**src/rtl/fcrs_pkg.sv**
```systemverilog
package fcrs_pkg;

  // Default number of frequency table entries.
  localparam int MAX_STATES_DEF = 16;

  // Widths fixed by the item and register formats.
  localparam int FREQ_W = 32;
  localparam int NUM_STATES_W = 5;
  localparam int CFG_IDX_W = 2;
  localparam int IN_DATA_W = 72;
  localparam int IN_USER_W = 3;
  localparam int OUT_USER_W = 3;

  // Register values after reset.
  localparam logic [NUM_STATES_W-1:0] NUM_STATES_RST = 5'd1;
  localparam logic [FREQ_W-1:0] INITIAL_FREQ_RST = 32'd0;

  // Configuration register indexes.
  localparam logic [CFG_IDX_W-1:0] CFG_NUM_STATES = 2'd0;
  localparam logic [CFG_IDX_W-1:0] CFG_MIN_FREQ = 2'd1;
  localparam logic [CFG_IDX_W-1:0] CFG_MAX_FREQ = 2'd2;
  localparam logic [CFG_IDX_W-1:0] CFG_INITIAL_FREQ = 2'd3;

  // Result status codes.
  localparam logic [1:0] STAT_OK = 2'd0;
  localparam logic [1:0] STAT_ABSENT = 2'd1;
  localparam logic [1:0] STAT_RANGE = 2'd2;

  typedef enum logic [2:0] {
    CMD_LOAD = 3'd0,
    CMD_REQUEST = 3'd1,
    CMD_SUSPEND = 3'd2,
    CMD_RESUME = 3'd3,
    CMD_RD_TIME = 3'd4,
    CMD_RD_TRANS = 3'd5,
    CMD_RD_TOTAL = 3'd6
  } cmd_t;

  typedef enum logic [3:0] {
    ST_CLEAR,
    ST_IDLE,
    ST_DECODE,
    ST_GO_TO,
    ST_GO_FROM,
    ST_WAIT,
    ST_UPD_RD,
    ST_UPD_WR,
    ST_FINAL,
    ST_RD_WAIT,
    ST_DONE
  } fsm_state_t;

  // Status of the table search unit, valid in the cycle that done is high.
  typedef struct packed {
    logic done;
    logic found;
  } srch_stat_t;

endpackage

```
**src/rtl/fcrs_search.sv**
```systemverilog
module fcrs_search #(
  parameter int MAX_STATES = fcrs_pkg::MAX_STATES_DEF
) (
  input  logic                          clk,
  input  logic                          rst_n,
  input  logic                          start,
  input  logic [fcrs_pkg::FREQ_W-1:0]   key,
  input  logic [$clog2(MAX_STATES+1)-1:0] n_use,
  input  logic                          wr_en,
  input  logic [$clog2(MAX_STATES)-1:0] wr_addr,
  input  logic [fcrs_pkg::FREQ_W-1:0]   wr_data,
  output fcrs_pkg::srch_stat_t          stat,
  output logic [$clog2(MAX_STATES)-1:0] hit_idx
);

  localparam int IW = $clog2(MAX_STATES);
  localparam int NW = $clog2(MAX_STATES+1);

  logic [fcrs_pkg::FREQ_W-1:0] tbl_mem [MAX_STATES];
  logic [fcrs_pkg::FREQ_W-1:0] tbl_rd_r;
  logic [fcrs_pkg::FREQ_W-1:0] key_r;
  logic [NW-1:0] n_r;
  logic [IW-1:0] scan_r;
  logic [IW-1:0] scan_nxt;
  logic busy_r;
  logic busy_nxt;
  logic [IW-1:0] raddr;
  logic hit;
  logic last;
  logic empty;
  logic done;

  // The table read is registered, so the address for the next entry is
  // presented in the cycle before its compare.
  assign hit = (tbl_rd_r == key_r);
  assign last = ((NW'(scan_r) + NW'(1)) == n_r);
  assign empty = (n_r == '0);
  assign done = busy_r && (empty || hit || last);

  always_comb begin
    busy_nxt = busy_r;
    scan_nxt = scan_r;
    raddr = scan_r + IW'(1);
    if (start) begin
      busy_nxt = 1'b1;
      scan_nxt = '0;
      raddr = '0;
    end else if (done) begin
      busy_nxt = 1'b0;
    end else if (busy_r) begin
      scan_nxt = scan_r + IW'(1);
    end
  end

  always_ff @(posedge clk) begin
    if (!rst_n) begin
      busy_r <= 1'b0;
    end else begin
      busy_r <= busy_nxt;
    end
  end

  always_ff @(posedge clk) begin
    scan_r <= scan_nxt;
    if (start) begin
      key_r <= key;
      n_r <= n_use;
    end
  end

  always_ff @(posedge clk) begin
    if (wr_en) begin
      tbl_mem[wr_addr] <= wr_data;
    end
    tbl_rd_r <= tbl_mem[raddr];
  end

  assign stat.done = done;
  assign stat.found = done && !empty && hit;
  assign hit_idx = scan_r;

endmodule

```
**config.mk**
```make
export PLATFORM = sky130hd
export DESIGN_NAME = fcrs_search
export DESIGN_NICKNAME = d
export VERILOG_FILES = /design/src/rtl/fcrs_pkg.sv /design/src/rtl/fcrs_search.sv
export SDC_FILE = /design/constraint.sdc
export NUM_CORES = 1
export LEC_CHECK = 0
export BUFFER_PORTS_ARGS = -buffer_cell sky130_fd_sc_hd__buf_2
export CORE_MARGIN = 5
export CORE_UTILIZATION = 42
export CTS_BUF_LIST = sky130_fd_sc_hd__clkbuf_4 sky130_fd_sc_hd__clkbuf_8
export CTS_CLUSTER_DIAMETER = 50
export CTS_CLUSTER_SIZE = 20
export DETAILED_ROUTE_END_ITERATION = 6
export GPL_ROUTABILITY_DRIVEN = 0
export HOLD_SLACK_MARGIN = 0.02
export PLACE_DENSITY = 0.64
export SLEW_MARGIN = 20
export SYNTH_ARGS = -nofsm -noshare
export SYNTH_HDL_FRONTEND = slang
export SYNTH_SLANG_ARGS = --single-unit
```
**constraint.sdc**
```tcl
create_clock -name clk -period 4.45 [get_ports clk]
set_input_delay 0.89 -clock clk [delete_from_list [all_inputs] [get_ports clk]]
set_output_delay 0.89 -clock clk [all_outputs]
set_load 0.02 [all_outputs]
```
======== After elaboration in Yosys (flattened, before gate mapping) ========
Memory sizes are Yosys's and may differ from the RTL's. A register that Yosys moved wholly into a read port is not among the register bits.
Index checks and enable logic that the tools add are counted.
cells by class
  add/sub/neg operators ................... 2
  eq/ne operators ......................... 2
  multiplexer cells ....................... 5
  bitwise gates (word level) .............. 1
  reductions and logical operators ........ 9
operators with widths
  operator                                      number
  equality test 32 bit                          1
  adder 4 x 1 -> 5 bit (second input constant)  1
  equality test 5 bit                           1
  zero test 5 bit                               1
  adder 4 x 1 -> 4 bit (second input constant)  1
  2-to-1 mux 1 bit                              4
  2-to-1 mux 4 bit                              1
  logical AND 1 bit                             3
  logical OR 1 bit                              2
  AND reduction 2 bit                           1
  nonzero test 2 bit                            1
  zero test 1 bit                               1
  NOT 1 bit                                     1
storage, ports and cells
  register bits after elaboration ......... 42
  RAM bits ................................ 512
  input port bits ......................... 77
  memories ................................ 1
memories
  memory   words  width  rd ports  clocked after memory_dff  write ports  RTL line           source
  tbl_mem  16     32     1         1                         1            fcrs_search.sv:19  logic [fcrs_pkg::FREQ_W-1:0] tbl_mem [MAX_STATES];

======== Depth between registers and ports, before layout ========
Gate-level depths: netlist of the first run.
  word-level depth ........................ 6
  gate-level depth with buffers ........... 9
  mapped depth without buffers ............ 7

======== Worst setup path before layout of the first run ========
OpenSTA, ideal clock, no wires.
  kind .................................... in2reg
  start point ............................. in wr_addr[2]
  end point ............................... mem tbl_mem[0][0] (netlist name) (enable)
  setup time .............................. 0.461 ns
  arrival time ............................ 3.608 ns
  required time ........................... 3.989 ns
  path slack .............................. 0.380 ns
  stages on the path ...................... 2
  path buffers ............................ 0
  cells stage by stage .................... or3b_2 -> nor3_1
RTL lines
  element      RTL line           source
  from (decl)  fcrs_search.sv:10  input logic [$clog2(MAX_STATES)-1:0] wr_addr,
  to (decl)    fcrs_search.sv:19
No word-level cell before the write port.

==> metrics.txt, run 1 <==
Reg clk slew, reported paths=110 ps; Iteration-0 DRC Markers=1170; pwr dens=423 nW/um^2; Leakage=0.00819 uW; worst path required time=3560 ps; Cell Area, Synth=22500 sq um; vias per cell=5.59; Initial Util=0.426; synthesized net count=1382; Setup Fix Bufs, Post-CTS=0; Synth cell types=36; Setup Crit Path Kind=flop to output port; DR WL/cell=24.3 um; Slew Limit Fails=0; startpoint types=flop; Clock Skew=31.4 ps; Final Non-Filler Cells=2121; 1st-pass router iterations=5; Max Clock Freq=237 MHz; Slew HR=0.282; Cells on Worst Hold Path=1; clk root buf=clkbuf_8; top cells by area, synth=edfxtp_1 73%, mux2i_1 5.6%, mux4_2 3.4%; Final Hold Fails=0; sequential-to-total area share from yosys stat=0.764; unrepaired setup endpoints after global routing=false; Gate power share=0.089; worst-path fanout max=3; Worst Max-Slew Pin Slew=1070 ps; max_cap viols=0; Area Overhead vs Synth=11.4%; crit-path cells=xor2_1 > nor4_1 > nand4_1 > nor2_1 > nor2_1 > a21boi_0 > buf_2; CTS Hold Bufs=0; TNS Setup=0 ps; Worst path max stage delay=910 ps; outcome=finished, final reports clean; top cell type's share of synthesized area=0.732; final setup vio count=0; r2r endpoint=hit_idx[3]$_SDFFE_PP0P_; number of antenna violations at the first check in global routing=3; Post-Place Cell Area=24000 sq um; top cells by count, synth=549 x edfxtp_1, 131 x nand2_1, 127 x mux2i_1, 96 x a211oi_1, 65 x nor2b_1; CP arrival=3320 ps; crit end category=output port; largest net degree at the start of global routing=181; post_cts resized=0; total chip power=10600 uW; port buffer count=82; warnings from Yosys=0; first-pass GRT wire length=77200 um; fin area=25100 sq um; Pint=7960 uW; async set or reset register ratio after synthesis=0; vias in the first global route=11700; io pins=83; Tmin final=4210 ps; WL final=51600 um; grt ovf=0; crit path capture=stat[1]; # DRC=0; setup slack, reg-to-reg=1540 ps; die height=242 um; syn_area_per_cell=17.3 sq um; P_sw=2650 uW; NumNets Final=1471; DIE WIDTH=242 um; Slowest cell on crit path=nor4_1; Hold WC Path Type=input port to flop; CTS tree=built; most frequent cell after synthesis=edfxtp_1; Num CTS Buffers=49; clk sink count=586; top_reg_cell synth=edfxtp_1; HPWL after DPL=28300 um; ANT nets after route=0; clk buf depth=3; fraction of layout cells with a size suffix above 1=0.186; Cell Rows=84; number of synthesized flops with an enable pin=549; cell taking the most area after synthesis=edfxtp_1; cell mode on critical path=nor2_1; CORE AREA=52900 sq um; H-tree depth=2; die footprint=58400 sq um; Tot GR Track Use=0.174; Sw Ratio=0.250; critical path startpoint=key_r[11]$_DFFE_PP_; vias=11900; dpl cells=2030; post-route clock period utilization=0.947; Max rail drop VDD=184 uV; Post-Syn Instances=1304; Reg power frac=0.591; Worst R2R Path Depth=6; post-synthesis register bit count=586; worst skew pair latency=670 ps; launching point of the worst reg2reg path=key_r[11]$_DFFE_PP_; clock network power share=0.320
-- worst max-delay path: cells and delay by family, from the launching register on --
kind	cells	cell delay (ps)
AND/OR/NAND/NOR	4	1710
flip-flops	1	410
buffers and inverters	1	190
AO/OA/AOI/OAI	1	180
XOR/XNOR	1	170
-- per-layer routing --
| metal | part of all wire | track usage | vias to the layer above |
|---|---|---|---|
| met3 | 0.071 | 0.0323 | 68 |
| met5 | 0.00014 | 0 | - |
| li1 | - | - | 5312 |
| met4 | 0.019 | 0.0403 | 2 |
| met2 | 0.47 | 0.281 | 463 |
| met1 | 0.44 | 0.250 | 6012 |
-- area by class of cell --
type / count / area [sq um]
clock inverters: 36 / 428
fillers: 4422 / 27800
inverters: 1 / 3.75
multi-input cells: 639 / 5080
repair buffers: 116 / 778
flip-flops and latches: 586 / 17200
clock buffers: 54 / 718
well taps: 688 / 861
diodes: 1 / 2.50
-- metrics by stage --
step            util  setup WS, ps  hold WS, ps
3_5_place_dp   0.453          1160          508
3_3_place_gp   0.453          1150          499
5_1_grt        0.475           138          363
2_1_floorplan      -           380          569
6_report       0.475           236          412
4_1_cts        0.475           390          355
-- how the worst min path moves through the flow --
| stage | startpoint | to | slack, ps |
|---|---|---|---|
| 5_1_grt | key[1] | key_r[1]$_DFFE_PP_ | 360 |
| 2_1_floorplan | hit_idx[1]$_SDFFE_PP0P_ | hit_idx[1]$_SDFFE_PP0P_ | 570 |
| 3_5_place_dp | hit_idx[1]$_SDFFE_PP0P_ | hit_idx[1]$_SDFFE_PP0P_ | 510 |
| 6_report | key[1] | key_r[1]$_DFFE_PP_ | 410 |
| 4_1_cts | key[1] | key_r[1]$_DFFE_PP_ | 350 |
| 3_3_place_gp | hit_idx[1]$_SDFFE_PP0P_ | hit_idx[1]$_SDFFE_PP0P_ | 500 |
-- cell usage in the layout (no fill, tap or decap), types with 6 or more instances in the layout --
master / netlist / routed
a311oi_1: 31 / 31
nand2_1: 131 / 130
xor2_1: 34 / 34
edfxtp_1: 549 / 549
a21oi_1: 32 / 32
clkinvlp_4: 0 / 8
mux4_2: 34 / 34
buf_12: 0 / 9
inv_8: 0 / 6
mux2i_1: 127 / 127
nor2_4: 0 / 15
a31oi_1: 31 / 31
dfxtp_1: 37 / 36
nor4_1: 8 / 8
buf_2: 26 / 82
a211oi_1: 96 / 96
inv_6: 0 / 6
buf_4: 9 / 25
clkbuf_8: 0 / 50
nor2b_1: 65 / 65
-- logic make-up (layout without fill, tap and decap cells) --
family                     after synthesis  count (layout)  share of synthesized area
AOI/OAI and AO/OA                      193             193                     0.0607
xor gates and xnor gates                39              39                     0.0155
adders and majority gates                1               1                   0.000555
buffers and inverters                   79             207                     0.0161
DFF                                    586             586                      0.764
muxes                                  163             163                     0.0916
other                                    0               1                          0
and+or+nand+nor                        243             243                     0.0511
-- state kept, by name, summed over array words and instances, names as in the netlist --
register and count:
tbl_mem 512, key_r 32, tbl_rd_r 32, n_r 5, hit_idx 4, busy_r 1
-- power groups by stage --
stage               combinational (uW)  clock, uW  sequential [uW]
finish                             944       3390             6270
global route                      1030       3710             6290
CTS                                953       3480             6280
detailed placement                 949          0             6400
global placement                   934          0             6400
floorplan                          602          0             6380
No activity file was read; power rests on OpenSTA's default activity.
==> run 2: changes to the inputs <==
CORE_UTILIZATION = 35   (was 42)
PLACE_DENSITY = 0.56   (was 0.64)
==> metrics.txt, run 2 (synthesis gave the netlist of run 1 again) <==
Setup Crit Path Kind=flop to output port; Worst Max-Slew Pin Slew=970 ps; CP top delay family=simple AND/OR/NAND/NOR gates; clk root buf=clkbuf_8; NumNets Final=1478; clk buf depth=3; outcome=finished, final reports clean; Clock Skew=28.4 ps; WP depth=7; CTS tree=built; Slew Limit Fails=0; final setup vio count=0; # DRC=0; DIE WIDTH=264 um; cell mode on critical path=nor2_1; 1st-pass router iterations=5; worst-path fanout max=3; Cell Rows=93; Initial Util=0.351; Largest regs=tbl_mem (512), key_r (32), tbl_rd_r (32); worst skew pair latency=690 ps; Setup Fix Bufs, Post-CTS=0; largest reg by FF count=tbl_mem; Leakage=0.00831 uW; io pins=83; port buffer count=82; commonest non-fill, non-tap cell in the layout=edfxtp_1; HPWL after DPL=29300 um; pwr dens=433 nW/um^2; Worst R2R Path Depth=7; max_cap viols=0; Iteration-0 DRC Markers=998; Cells on Worst Hold Path=1; die height=264 um; Num CTS Buffers=54; first-pass GRT wire length=78400 um; largest net degree at the start of global routing=66; vias per cell=5.10; TNS Setup=0 ps; Final Hold Fails=0; Worst path max stage delay=750 ps; Hold WC Path Type=input port to flop; Max rail drop VDD=212 uV; Tot GR Track Use=0.149; number of antenna violations at the first check in global routing=5; WL final=52900 um; fraction of layout cells with a size suffix above 1=0.194; clk sink count=586; CORE AREA=64100 sq um; ANT nets after route=0; DR WL/cell=23.0 um; crit end category=output port; CP arrival=3200 ps; worst hold margin=369 ps; grt ovf=0; commonest cells after routing, fill and taps aside=549 x edfxtp_1, 130 x nand2_1, 127 x mux2i_1; H-tree depth=2; WP buf/inv=1; Reg clk slew, reported paths=100 ps; vias=11700; vias in the first global route=11600; post-route clock period utilization=0.918; Max Clock Freq=245 MHz; CTS Hold Bufs=0; worst path required time=3560 ps; crit-path cells=xor2_1 > nor4_1 > nand4_1 > nor2_1 > nor2_1 > a21boi_0 > buf_2; startpoint types=flop; die footprint=69600 sq um; unrepaired setup endpoints after global routing=false; Slowest cell on crit path=nor4_1; Tmin final=4090 ps; max reg flops=512; post_cts resized=0; Area Overhead vs Synth=13.4%; Slew HR=0.353
==> run 2: cell count changes in the layout (fill, tap and decap cells not counted), sizes merged <==
| cell | delta |
|---|---|
| inv | -3 |
| clkinvlp | -2 |
| buf | +2 |
| clkinv | +9 |
| clkbuf | +5 |
| bufinv | +3 |
==> run 2: metrics by stage <==
| stage | total power, uW | util | worst slack (ps) | std cells | area (sq um) |
|---|---|---|---|---|---|
| after global routing | 11500 | 0.399 | 225 | 2301 | 25600 |
| final | 11100 | 0.399 | 363 | 2302 | 25600 |
| after CTS | 11200 | 0.399 | 384 | 2301 | 25600 |
| after global placement | 7350 | 0.377 | 1110 | 2199 | 24200 |
| after detailed placement | 7360 | 0.377 | 1130 | 2199 | 24200 |
| after floorplan | 6980 | - | 380 | 1304 | 22500 |
==> run 2: area by class of cell <==
type	count	area, sq um
timing repair buffer	118	781
tap	855	1070
sequential	586	17200
antenna	1	2.50
clock buffer	59	793
clock inverter	43	596
multi-input combinational	639	5080
fill	5767	38600
inverter	1	3.75
==> run 2: path summary, 6_finish.rpt <==
path	from	end	slack, ps
worst max-delay path	key_r[24]$_DFFE_PP_	stat[1]	360
worst min register to register	hit_idx[1]$_SDFFE_PP0P_	hit_idx[1]$_SDFFE_PP0P_	550
worst min-delay path	key[20]	key_r[20]$_DFFE_PP_	370
worst max register to register	hit_idx[0]$_SDFFE_PP0P_	tbl_rd_r[31]$_DFF_P_	1330
==> run 2: metal layers <==
| layer | wire [um] | global-route usage | vias up |
|---|---|---|---|
| met5 | 26 | 0 | - |
| met2 | 23600 | 0.223 | 311 |
| li1 | - | - | 5312 |
| met4 | 833 | 0.0327 | 4 |
| met1 | 25200 | 0.225 | 6045 |
| met3 | 3250 | 0.0311 | 60 |
==> run 2: report_power, final <==
group          internal, uW  switching (uW)
clock                  1710            2140
combinational           362             558
sequential             6200             101
total                  8270            2800
